### src/rtl/ttyld_pkg.sv
package ttyld_pkg;

    localparam int CHUNK_BYTES = 128;
    localparam int CNT_W       = 16;

    localparam logic [7:0] CH_NUL    = 8'h00;
    localparam logic [7:0] CH_CTRL_D = 8'h04;
    localparam logic [7:0] CH_LF     = 8'h0a;
    localparam logic [7:0] CH_CR     = 8'h0d;
    localparam logic [7:0] CH_CTRL_P = 8'h10;
    localparam logic [7:0] CH_ESC    = 8'h1b;
    localparam logic [7:0] CH_LBRACK = 8'h5b;
    localparam logic [7:0] CH_UPPER_O = 8'h4f;
    localparam logic [7:0] CH_SPACE  = 8'h20;
    localparam logic [7:0] CH_TILDE  = 8'h7e;

    typedef enum logic [1:0] {
        REG_CONSOLE_MODE  = 2'd0,
        REG_CRLF_COLLAPSE = 2'd1,
        REG_READ_LENGTH   = 2'd2
    } reg_index_t;

    typedef enum logic [2:0] {
        END_NONE      = 3'd0,
        END_NEWLINE   = 3'd1,
        END_LENGTH    = 3'd2,
        END_EOF_EMPTY = 3'd3,
        END_EOF_DATA  = 3'd4
    } end_code_t;

    typedef enum logic [1:0] {
        ESC_IDLE  = 2'd0,
        ESC_FIRST = 2'd1,
        ESC_CSI   = 2'd2
    } esc_phase_t;

    typedef struct packed {
        logic             console_mode;
        logic             crlf_collapse;
        logic [CNT_W-1:0] read_length;
    } cfg_t;

    typedef struct packed {
        esc_phase_t       escape_phase;
        logic             after_cr;
        logic [CNT_W-1:0] read_count;
    } ld_state_t;

    typedef struct packed {
        logic      dump_request;
        end_code_t end_code;
        logic      echo_valid;
        logic [7:0] delivered_byte;
        logic      deliver_valid;
    } result_t;

endpackage

### src/rtl/tty_input_line_discipline.sv
// An accepted request's result is registered and appears on m_tdata in the next cycle.
// Throughput: 1 request per cycle; the single output register is the only
//   stage, and a new request is taken whenever it is empty or being drained.
// Reset (rst_n low, asynchronous): TTY mode, CR/LF collapse on, read length 1,
//   line state cleared, output register empty.
module tty_input_line_discipline (
    input  logic        clk,
    input  logic        rst_n,
    input  logic        cfg_we,
    input  logic [1:0]  cfg_index,
    input  logic [15:0] cfg_data,
    input  logic        s_tvalid,
    output logic        s_tready,
    input  logic [7:0]  s_tdata,   // [7:0] rx_byte
    input  logic        s_tuser,   // [0] action (1 = flush)
    output logic        m_tvalid,
    input  logic        m_tready,
    output logic [15:0] m_tdata    // [0] deliver_valid, [8:1] delivered_byte,
                                   // [9] echo_valid, [12:10] end_code,
                                   // [13] dump_request, [15:14] zero
);

    ttyld_pkg::cfg_t      cfg_reg;
    ttyld_pkg::ld_state_t state_reg;
    ttyld_pkg::ld_state_t state_next;
    ttyld_pkg::result_t   res_next;
    ttyld_pkg::result_t   res_reg;
    logic                 out_valid_reg;
    logic                 accept;

    assign s_tready = !out_valid_reg || m_tready;
    assign accept   = s_tvalid && s_tready;

    ttyld_step u_step (
        .cfg     (cfg_reg),
        .st      (state_reg),
        .action  (s_tuser),
        .rx_byte (s_tdata),
        .st_next (state_next),
        .res     (res_next)
    );

    always_ff @(posedge clk or negedge rst_n)
    begin
        if (!rst_n)
        begin
            cfg_reg.console_mode  <= 1'b0;
            cfg_reg.crlf_collapse <= 1'b1;
            cfg_reg.read_length   <= ttyld_pkg::CNT_W'(1);
            state_reg             <= '0;
            out_valid_reg         <= 1'b0;
        end
        else
        begin
            if (cfg_we)
            begin
                case (cfg_index)
                    ttyld_pkg::REG_CONSOLE_MODE:
                    begin
                        cfg_reg.console_mode <= cfg_data[0];
                        state_reg            <= '0;
                    end
                    ttyld_pkg::REG_CRLF_COLLAPSE:
                    begin
                        cfg_reg.crlf_collapse <= cfg_data[0];
                    end
                    ttyld_pkg::REG_READ_LENGTH:
                    begin
                        cfg_reg.read_length <= cfg_data;
                    end
                    default:
                    begin
                    end
                endcase
            end
            if (accept)
                state_reg <= state_next;
            if (accept)
                out_valid_reg <= 1'b1;
            else if (m_tready)
                out_valid_reg <= 1'b0;
        end
    end

    always_ff @(posedge clk)
    begin
        if (accept)
            res_reg <= res_next;
    end

    assign m_tvalid = out_valid_reg;
    assign m_tdata  = {2'b00, res_reg};

endmodule

### src/rtl/ttyld_step.sv
module ttyld_step (
    input  ttyld_pkg::cfg_t      cfg,
    input  ttyld_pkg::ld_state_t st,
    input  logic                 action,
    input  logic [7:0]           rx_byte,
    output ttyld_pkg::ld_state_t st_next,
    output ttyld_pkg::result_t   res
);

    localparam logic [ttyld_pkg::CNT_W-1:0] CHUNK_LIM =
        ttyld_pkg::CNT_W'(ttyld_pkg::CHUNK_BYTES);

    logic [ttyld_pkg::CNT_W-1:0] cnt_inc;
    logic [ttyld_pkg::CNT_W-1:0] lim_raw;
    logic [ttyld_pkg::CNT_W-1:0] lim_tty;

    assign cnt_inc = st.read_count + 1'b1;

    // zero length behaves as one
    always_comb
    begin
        lim_raw = (cfg.read_length > CHUNK_LIM) ? CHUNK_LIM : cfg.read_length;
        if (lim_raw == '0)
            lim_raw = ttyld_pkg::CNT_W'(1);
        lim_tty = (cfg.read_length == '0) ? ttyld_pkg::CNT_W'(1) : cfg.read_length;
    end

    always_comb
    begin
        logic [7:0] c;
        logic       keep;
        logic       echo;

        c       = rx_byte;
        keep    = 1'b1;
        echo    = 1'b0;
        st_next = st;
        res     = '0;

        if (action)
        begin
            st_next = '0;
        end
        else if (cfg.console_mode)
        begin
            res.deliver_valid  = 1'b1;
            res.delivered_byte = c;
            st_next.read_count = cnt_inc;
            if (cnt_inc >= lim_raw)
            begin
                res.end_code       = ttyld_pkg::END_LENGTH;
                st_next.read_count = '0;
            end
        end
        else if (c == ttyld_pkg::CH_CTRL_P)
        begin
            res.dump_request = 1'b1;
        end
        else if (c != ttyld_pkg::CH_NUL)
        begin
            if (c == ttyld_pkg::CH_CR)
            begin
                c                = ttyld_pkg::CH_LF;
                st_next.after_cr = cfg.crlf_collapse;
            end
            else if (st.after_cr && c == ttyld_pkg::CH_LF && cfg.crlf_collapse)
            begin
                st_next.after_cr = 1'b0;
                keep             = 1'b0;
            end
            else
            begin
                st_next.after_cr = 1'b0;
            end

            if (keep)
            begin
                echo = (c >= ttyld_pkg::CH_SPACE && c <= ttyld_pkg::CH_TILDE) ||
                       c == ttyld_pkg::CH_LF;
                if (c == ttyld_pkg::CH_ESC)
                begin
                    st_next.escape_phase = ttyld_pkg::ESC_FIRST;
                    echo = 1'b0;
                end
                else if (st.escape_phase != ttyld_pkg::ESC_IDLE)
                begin
                    echo = 1'b0;
                    if (st.escape_phase == ttyld_pkg::ESC_FIRST &&
                        (c == ttyld_pkg::CH_LBRACK || c == ttyld_pkg::CH_UPPER_O))
                        st_next.escape_phase = ttyld_pkg::ESC_CSI;
                    else
                        st_next.escape_phase = ttyld_pkg::ESC_IDLE;
                end

                if (c == ttyld_pkg::CH_CTRL_D)
                begin
                    res.end_code = (st.read_count != '0) ? ttyld_pkg::END_EOF_DATA
                                                         : ttyld_pkg::END_EOF_EMPTY;
                    st_next.read_count = '0;
                end
                else
                begin
                    res.deliver_valid  = 1'b1;
                    res.delivered_byte = c;
                    res.echo_valid     = echo;
                    st_next.read_count = cnt_inc;
                    // newline wins over length
                    if (c == ttyld_pkg::CH_LF)
                    begin
                        res.end_code       = ttyld_pkg::END_NEWLINE;
                        st_next.read_count = '0;
                    end
                    else if (cnt_inc >= lim_tty)
                    begin
                        res.end_code       = ttyld_pkg::END_LENGTH;
                        st_next.read_count = '0;
                    end
                end
            end
        end
    end

endmodule

### config.mk
export PLATFORM = sky130hd
export DESIGN_NAME = tty_input_line_discipline
export DESIGN_NICKNAME = d
export VERILOG_FILES = /design/src/rtl/ttyld_pkg.sv /design/src/rtl/tty_input_line_discipline.sv /design/src/rtl/ttyld_step.sv
export SDC_FILE = /design/constraint.sdc
export NUM_CORES = 1
export LEC_CHECK = 0
export ABC_AREA = 1
export BUFFER_PORTS_ARGS = -buffer_cell sky130_fd_sc_hd__buf_2
export CORE_ASPECT_RATIO = 2
export CORE_MARGIN = 10
export CORE_UTILIZATION = 60
export CTS_BUF_LIST = sky130_fd_sc_hd__clkbuf_4 sky130_fd_sc_hd__clkbuf_8
export DETAILED_ROUTE_END_ITERATION = 16
export GPL_ROUTABILITY_DRIVEN = 0
export PLACE_DENSITY_LB_ADDON = 0.05
export SLEW_MARGIN = 40
export SYNTH_ARGS = -nofsm -noshare
export SYNTH_HDL_FRONTEND = slang
export SYNTH_SLANG_ARGS = --single-unit
export TNS_END_PERCENT = 10
### constraint.sdc
create_clock -name clk -period 5.25 [get_ports clk]
set_clock_uncertainty 0.15 [all_clocks]
set_input_delay 0.525 -clock clk [delete_from_list [all_inputs] [get_ports clk]]
set_output_delay 0.525 -clock clk [all_outputs]
set_load 0.01 [all_outputs]
# Yosys cells after proc, flatten, opt, wreduce, memory -nomap -nowiden
# Index checks and enable logic that the tools add are counted.
dict set report word_totals {
  regBits 52
  input_bits 32
  out_inout_bits 18
  word_cells 113
}
dict set report classes {
  n_addsub 1
  order_cmp 5
  eq_ne 19
  mux 48
  n_bitwise 2
  reduce_logical 26
}
# cell n
set op_table {}
lappend op_table {{two-way mux 16 bit} 9}
lappend op_table {{two-way mux 19 bit} 6}
lappend op_table {{two-way mux 8 bit} 5}
lappend op_table {{two-way mux 13 bit} 3}
lappend op_table {{>= comparator 16 bit} 2}
lappend op_table {{zero test 16 bit} 2}
lappend op_table {{== test 8 x 4 -> 1 bit (second input constant)} 3}
lappend op_table {{adder 16 x 1 -> 16 bit (second input constant)} 1}
lappend op_table {{== test 8 x 5 -> 1 bit (second input constant)} 2}
lappend op_table {{== test 8 x 7 -> 1 bit (second input constant)} 2}
lappend op_table {{> comparator 16 x 8 -> 1 bit (second input constant)} 1}
lappend op_table {{nonzero test 16 bit} 1}
lappend op_table {{two-way mux 2 bit} 7}
lappend op_table {{two-way mux 1 bit} 12}
lappend op_table {{two-way mux 3 bit} 4}
lappend op_table {{two-way mux 10 bit} 1}
lappend op_table {{AND reduction 5 bit} 2}
lappend op_table {{two-way mux 9 bit} 1}
lappend op_table {{== test 8 x 3 -> 1 bit (second input constant)} 1}
lappend op_table {{>= comparator 8 x 6 -> 1 bit (second input constant)} 1}
lappend op_table {{less-or-equal comparator 8 x 7 -> 1 bit (second input constant)} 1}
lappend op_table {{!= test 4 x 3 -> 1 bit (second input constant)} 2}
lappend op_table {{nonzero test 2 bit} 4}
lappend op_table {{nonzero test 8 bit} 1}
lappend op_table {{15 further kinds} 27}

# Logic depth before layout (Yosys ltp)
# Gate-level depths: netlist (run 1).
dict set report logic_depth {
  depth_word 18
  ltp_mapped 19
  ltp_nobuf 19
}

# Cells and area by module
# Synthesis (run 1) repeated with hierarchy kept, for this count alone.
dict set report unflattened {
  hier_cells 643
  area_unflattened_um2 4494.3
}
# module instances cells_per_inst area_per_inst_um2 seq_area_each_um2
set by_module_without_submodules {}
lappend by_module_without_submodules {ttyld_step 1 461 2437.3 0.0}
lappend by_module_without_submodules {tty_input_line_discipline 1 182 2057.0 1373.8}

# Worst setup path after synthesis (run 1)
# OpenSTA, ideal clock, no wires.
dict set report synth_path {
  kind {reg-to-reg}
  start {register state_reg[0] in the netlist's numbering}
  end {register res_reg, in the netlist m_tdata[11] (data pin)}
  setup_time_ns 0.146
  arrival_ns 2.583
  required_ns 4.954
  slack_ns 2.371
  stages_incl_launch_ff 16
  path_buffers 1
  period_less_slack_ns 2.879
  cell_sequence {dfrtp_1 > ha_1 > nand3_1 > nor3_4 > nand2_1 > nor2_1 > xor2_1 > inv_1 > ha_1 > nand2_1 > nor3_1 > nand3_1 > nand3_1 > nand2_4 > buf_4 > a21oi_1}
}
dict set report synth_between {
  elab_chain_len 9
  word_cells_on_any_way 13
  cone_classes {1 x add/sub; 2 x order compare; 9 x mux; 1 x reduce/logical}
}
# item line_no
set synth_lines {}
lappend synth_lines {{from (decl)} tty_input_line_discipline.sv:24} ;# ttyld_pkg::ld_state_t state_reg;
lappend synth_lines {{from (signal assigned)} tty_input_line_discipline.sv:77} ;# state_reg <= state_next;
lappend synth_lines {{adder 16 x 1 -> 16 bit} ttyld_step.sv:17} ;# assign cnt_inc = st.read_count + 1'b1;
lappend synth_lines {{>= comparator 16 bit} ttyld_step.sv:113} ;# else if (cnt_inc >= lim_tty)
lappend synth_lines {{two-way mux 2 bit} ttyld_step.sv:113}
lappend synth_lines {{two-way mux 2 bit} ttyld_step.sv:108} ;# if (c == ttyld_pkg::CH_LF)
lappend synth_lines {{two-way mux 3 bit} ttyld_step.sv:95} ;# if (c == ttyld_pkg::CH_CTRL_D)
lappend synth_lines {{two-way mux 13 bit} ttyld_step.sv:76} ;# if (keep)
lappend synth_lines {{two-way mux 13 bit} ttyld_step.sv:59} ;# else if (c != ttyld_pkg::CH_NUL)
lappend synth_lines {{two-way mux 13 bit} ttyld_step.sv:55} ;# else if (c == ttyld_pkg::CH_CTRL_P)
lappend synth_lines {{two-way mux 3 bit (*)} ttyld_step.sv:44} ;# else if (cfg.console_mode)
lappend synth_lines {{to (signal assigned)} tty_input_line_discipline.sv:88} ;# res_reg <= res_next;
lappend synth_lines {{to (decl)} tty_input_line_discipline.sv:27} ;# ttyld_pkg::result_t res_reg;
# Every way passes the cells marked *; elsewhere a longest branch is shown, timed or not.
# A chain may end at the register's enable or synchronous reset.

# Final worst setup path (run 1)
# Same ends and word-level chain as after synthesis.

==> flow_summary_export.csv, run 1 <==
group,metric,value,unit
global_route,grt_pass1_wl,14800,microns
clock_network,clk_pin_slew,0.10,ns
synth,synth_cell_types,31,
die,rows,41,
sta,max_slew.worst_pin.slew,0.576,ns
clock_network,post_cts_resize_count,0,
sta,fin_ws,2.12,ns
global_route,grt_use_total,17.1,%
die,fp.dieW,76.2,microns
layout,largest_register_ffs,19,
global_route,grt_busiest_layer,"met2",
placement,port_buffers,47,
pwr,power.switching,273,uW
layout,drive_above_1_share,15.7,%
clock_network,cts_buffers,5,
clock_network,insertion_delay,0.32,ns
synth,syn_area_per_cell,7.48,sq um
global_route,first_global_vias,3273,
global_route,use_met1,20.3,%
setup_path,cpMostUsedCell,"nand3_1",
synth,synth_area_leader_cell,"dfrtp_1",
synth,syn_area,3790,sq um
clock_network,cts_root_buf,"clkbuf_8",
pwr,swShare,30.9,%
setup_path,critical_path_class,"reg -> reg",
detailed_routing,via_per_inst,5.14,
global_route,met2_usage,30.0,%
sta,slew_viol_final,0,
layout,final_cell_area,4190,sq um
outcome,status,"finished, final reports clean",
global_route,antenna_found_initial,0,
pwr,comb_power_share,19.9,%
setup_path,cpMaxStageDelayCell,"dfrtp_1",
pwr,powerDensity,210,nW/um^2
sta,tns,0,ns
setup_path,required,5.27,ns
pwr,clkPwrFrac,26.5,%
detailed_routing,postRouteAntennaNets,0,
detailed_routing,vias,3323,
synth,synth_area_leaders,"dfrtp_1 (24%), ha_1 (11%), edfxtp_1 (11%), nand2_1 (11%), inv_1 (7.7%)",
sta,maxSlewHeadroom,61.6,%
sta,rsz0062_at_grt,"no",
setup_path,crit_fanout,17,
pwr,intPower,609,uW
synth,syn_inst,507,
detailed_routing,drc,0,
layout,syn_to_final_growth,10.6,%
global_route,grt_overflow_total,0,
layout,antenna_cells,0,
die,core,6210,sq um
placement,place_area,4100,sq um
detailed_routing,firstDrtPassIters,4,
clock_network,cts.sinks,52,
setup_path,max_stage_delay,0.46,ns
detailed_routing,wl,8270,microns
die,start_util,61.1,%
detailed_routing,wl_per_cell,12.8,microns
sta,min_period_over_period,59.7,%
synth,yosys_register_bits,52,
clock_network,cts_setup_buffers,0,
clock_network,cts_tree,"yes",
flow_run,maxCapViolations,0,
setup_path,crit_family,"simple AND/OR/NAND/NOR gates",
setup_path,critPathArrivalTime,3.15,ns
layout,finalCoreUtilization,67.5,%
layout,fillers,566,
synth,netlist.area_leader.share,23.8,%
setup_path,crit_chain,"ha_1 > nand3_1 > nor3_4 > nand2_1 > nor2_1 > xor2_1 > inv_1 > ha_1 > nand2_1 > nor3_1 > nand3_1 > nand3_1 > nand2_4 > a21oi_1",
clock_network,hold_buffers,0,
pwr,p_seq_share,53.5,%
die,ios,50,
min_path,hp-class,"in -> async",
placement,dp_hpwl,6670,microns
clock_network,h-tree-depth,2,
placement,dpl_worst_slack,2.16,ns
setup_path,critPathCaptureType,"flip-flop",
global_route,grt.met3_usage,2.99,%
pwr,peakVddDrop,0.183,mV
sta,hold_ws,0.0132,ns
die,die_area,10100,sq um
clock_network,clockBufferDepth,2,
synth,seq_area_frac_synth,36.2,%
sta,fin_crit,3.13,ns
synth,yosys_warnings,0,
sta,setup_viol,0,
pwr,p_leak,2.30,nW
global_route,grt_max_degree,39,
setup_path,cp_num_buf_inv,1,
sta,max_freq,319,MHz
die,fp.dieH,132,microns
detailed_routing,first_iter_violations,168,
layout,fin_nets,625,
sta,hold_violations,0,
setup_path,crit_path_start_kind,"flip-flop",
==> power groups by stage <==
stage                     registers [mW]  logic (mW)  clock network [mW]
final                              0.472       0.176               0.234
after floorplan                    0.480       0.116                   0
after CTS                          0.473       0.178               0.244
after detailed placement           0.481       0.178                   0
after global routing               0.478       0.207               0.257
after global placement             0.480       0.173                   0
==> worst register-to-register path, cell delays in order, from the launching register on <==
cell and delay, ns:
dfrtp_1 0.46, ha_1 0.22, nand3_1 0.18, nor3_4 0.23, nand2_1 0.12, nor2_1 0.12
xor2_1 0.21, inv_1 0.09, ha_1 0.28, nand2_1 0.05, nor3_1 0.26, nand3_1 0.11
nand3_1 0.14, nand2_4 0.18, a21oi_1 0.19
==> per-stage QoR <==
stage / std cells / power [mW]
5_1_grt: 646 / 0.942
2_1_floorplan: 515 / 0.596
3_5_place_dp: 638 / 0.659
4_1_cts: 646 / 0.895
3_3_place_gp: 638 / 0.653
6_report: 646 / 0.882
==> layout by cell type (no fill, tap or decap), drive strengths merged <==
master	n
nand2	116
inv	81
nor2	76
buf	47
nand3	39
dfrtp	36
ha	34
a21oi	33
o21ai	17
nand4	15
nor3	15
edfxtp	14
xor2	10
conb	10
clkbuf	5
nor4	3
o21bai	2
o21a	2
dfstp	2
clkinv	2
o31ai	1
==> layout make-up <==
type	instances	area, sq um	share of cell area [%]
inverter	80	300	7.16
multi-input combinational	373	2080	49.7
timing repair buffer	47	238	5.67
tap	86	108	2.57
clock buffer	5	68.8	1.64
clock inverter	3	22.5	0.537
sequential	52	1370	32.8
==> layer usage <==
layer / wire length (microns) / vias up
li1: - / 1731
met1: 3560 / 1518
met2: 4250 / 65
met3: 321 / 9
met4: 140 / 0
met5: 0 / -
==> cell usage after synthesis <==
master,instances
a21oi_1,33
buf_4,4
buf_6,1
buf_8,1
clkbuf_1,4
conb_1,2
dfrtp_1,36
dfstp_2,2
edfxtp_1,14
ha_1,34
inv_1,78
inv_2,2
nand2_1,109
nand2_2,5
nand2_4,2
nand3_1,26
nand3_2,13
nand4_1,15
nor2_1,70
nor2_2,5
nor2_4,1
nor3_1,14
nor3_4,1
nor4_1,3
o21a_1,2
o21ai_0,13
o21ai_1,3
o21ai_4,1
o21bai_1,2
o31ai_1,1
xor2_1,10
==> logic make-up after synthesis <==
group | after synthesis | synth area share, %
AO/OA/AOI/OAI | 55 | 7.89
XOR/XNOR | 10 | 2.31
adder cells (fa/ha/maj) | 34 | 11.2
buffers and inverters | 90 | 9.80
flip-flops | 52 | 36.2
other | 2 | 0.198
AND/OR/NAND/NOR | 264 | 32.4
==> path summary, 6_finish.rpt <==
| kind | start | end | slack [ns] | cells after the start |
|---|---|---|---|---|
| min in group clk | cfg_data[3] | cfg_reg[3] | 0.30 | 3 |
| worst max-delay path | state_reg[0] | m_tdata[11] | 2.12 | 14 |
| max in group asynchronous | rst_n | cfg_reg[0] | 4.57 | 1 |
| worst min-delay path | rst_n | state_reg[11] | 0.01 | 1 |
| worst min register to register | state_reg[15] | state_reg[15] | 0.35 | 2 |
| worst max register to register | state_reg[0] | m_tdata[11] | 2.12 | 14 |
No activity file was read; power rests on OpenSTA's default activity.
==> run 2, diff against run 1 <==
- ABC_AREA: 1 -> 0
- clock period: 5.25 -> 3.3 ns (I/O delays scaled with it)
==> run 2 against run 1 <==
  * The flow now finishes with violations (setup timing)
  * Sequential share of layout area down 2.7 points
  * Clock power is 65% higher
  * Hold slack better by 0.063 ns
  * Critical path type unchanged
==> flow_summary_export.csv, run 2 <==
group,metric,value,unit
sta,rsz0062_at_grt,"yes",
min_path,hp-class,"in -> reg",
die,rows,39,
setup_path,critPathArrivalTime,3.58,ns
clock_network,cts.sinks,52,
die,start_util,62.5,%
detailed_routing,firstDrtPassIters,4,
setup_path,crit_family,"simple AND/OR/NAND/NOR gates",
placement,place_area,4250,sq um
setup_path,required,3.36,ns
synth,syn_area_per_cell,9.51,sq um
synth,synth_area_leader_cell,"dfrtp_1",
synth,synthArstFlopShare,73.1,%
die,die_area,9680,sq um
synth,yosysMostFrequentCell,"nand2_1",
sta,max_freq,285,MHz
setup_path,critical_path_class,"reg -> reg",
global_route,first_global_vias,3434,
synth,synthFlopType,"dfrtp_1",
clock_network,cts_tree,"yes",
pwr,p_leak,2.19,nW
synth,yosys_register_bits,52,
layout,drive_above_1_share,37.5,%
sta,tns,-2.77,ns
global_route,grt_max_degree,39,
clock_network,h-tree-depth,2,
detailed_routing,via_per_inst,5.88,
layout,finalCoreUtilization,79.4,%
die,fp.dieH,129,microns
synth,seq_area_frac_synth,38.2,%
detailed_routing,drc,0,
sta,hold_ws,0.0762,ns
synth,syn_area,3600,sq um
sta,setup_viol,17,
synth,ys_top_cells_by_count,"nand2_1 (43), dfrtp_1 (36), ha_1 (34)",
synth,synth_cell_types,60,
layout,antenna_cells,0,
flow_run,maxCapViolations,0,
layout,final_cell_area,4570,sq um
setup_path,critPathCaptureType,"flip-flop",
sta,slew_viol_final,0,
die,ios,50,
detailed_routing,vias,3183,
setup_path,cp_num_buf_inv,2,
setup_path,max_stage_delay,0.39,ns
layout,largest_register_ffs,19,
outcome,violations,"setup timing",
global_route,antenna_found_initial,0,
setup_path,cpMaxStageDelayCell,"dfrtp_1",
detailed_routing,first_iter_violations,148,
synth,synth_area_leaders,"dfrtp_1 (25%), ha_1 (12%), edfxtp_1 (12%), mux2_2 (5.3%), nand2_1 (4.5%)",
clock_network,cts_root_buf,"clkbuf_8",
global_route,grt_pass1_wl,15200,microns
clock_network,cts_buffers,5,
placement,dpl_worst_slack,-0.296,ns
detailed_routing,wl_per_cell,17.1,microns
clock_network,insertion_delay,0.32,ns
layout,fin_nets,545,
pwr,powerDensity,371,nW/um^2
clock_network,clk_pin_slew,0.10,ns
layout,fillers,409,
detailed_routing,postRouteAntennaNets,0,
die,core,5760,sq um
global_route,grt_overflow_total,0,
sta,fin_ws,-0.213,ns
synth,syn_inst,378,
synth,netlist.area_leader.share,25.1,%
clock_network,clockBufferDepth,2,
sta,fin_crit,3.51,ns
sta,max_slew.worst_pin.slew,0.796,ns
placement,port_buffers,47,
layout,mostFrequentLayoutCells,"buf_4 (50), buf_2 (46), nand2_1 (42), dfrtp_1 (36), inv_1 (30)",
layout,syn_to_final_growth,27.1,%
synth,synth_edf_count,14,
die,fp.dieW,74.7,microns
sta,maxSlewHeadroom,46.8,%
setup_path,crit_chain,"buf_4 > ha_4 > nand3_4 > nor2_4 > nand2_2 > or3_4 > xor2_2 > inv_2 > ha_4 > nand4_1 > or3_1 > a221o_1 > nand4_1 > o31a_4 > o21ai_1 > a21o_1",
placement,dp_hpwl,7330,microns
synth,yosys_warnings,0,
setup_path,crit_path_start_kind,"flip-flop",
setup_path,crit_fanout,5,
layout,layout_commonest_cell,"buf_4",
outcome,status,"finished, violations left",
detailed_routing,wl,9230,microns
sta,hold_violations,0,
sta,min_period_over_period,106,%
pwr,peakVddDrop,0.355,mV
global_route,grt_use_total,20.3,%
[run 2: cell type report]
| class | instances | area (sq um) | share of cell area, % |
|---|---|---|---|
| sequential | 52 | 1370 | 30.1 |
| inverter | 35 | 131 | 2.87 |
| tap | 61 | 76.3 | 1.67 |
| clock inverter | 3 | 26.3 | 0.575 |
| multi-input combinational | 287 | 2260 | 49.4 |
| timing repair buffer | 98 | 636 | 13.9 |
| clock buffer | 5 | 68.8 | 1.51 |
[run 2: stage by stage]
step	instances	power, mW
4_1_cts	540	1.69
5_1_grt	541	1.80
3_3_place_gp	524	1.27
3_5_place_dp	524	1.29
6_report	541	1.70
2_1_floorplan	386	1.08
[run 2: what timing repair did]
action	in CTS	in global routing
hold buffers	1	0
buffers inserted	6	1
endpoints found under the hold margin	36	0
setup endpoints to repair	17	17
gates resized for setup	17	13
pin swaps	13	3
cloned	1	0
[run 2: path summary, 6_finish.rpt]
check                           slack (ns)  cells after the start            end     startpoint
worst min register to register        0.37                      2  state_reg[16]  state_reg[16]
max in group asynchronous             2.25                      2     cfg_reg[0]          rst_n
worst min-delay path                  0.08                      2       m_tvalid       s_tvalid
min in group asynchronous             0.37                      2       m_tvalid          rst_n
worst max register to register       -0.21                     16   state_reg[2]   state_reg[0]
worst max-delay path                 -0.21                     16   state_reg[2]   state_reg[0]
[run 2: logic make-up after synthesis]
| family | share of synthesized area, % |
|---|---|
| adders and majority gates | 11.8 |
| buffers and inverters | 5.64 |
| and+or+nand+nor | 21.7 |
| other | 0.209 |
| DFF | 38.2 |
| muxes | 5.60 |
| xor gates and xnor gates | 2.68 |
| AOI/OAI and AO/OA | 14.2 |
[run 2: power breakdown]
group	leakage, nW	switching, mW	total (mW)	internal [mW]
logic	1.52	0.274	0.524	0.251
clock network	0.0491	0.230	0.387	0.156
registers	0.622	0.0551	0.785	0.730
[run 2: routing by layer]
| metal | wire, microns | part of all wire, % | global-route usage, % | up-vias |
|---|---|---|---|---|
| met5 | 0 | 0 | 0 | - |
| met3 | 357 | 3.9 | 4.05 | 50 |
| met4 | 679 | 7.4 | 15.0 | 0 |
| met2 | 5240 | 57 | 40.0 | 94 |
| li1 | - | - | - | 1533 |
| met1 | 2950 | 32 | 16.2 | 1506 |
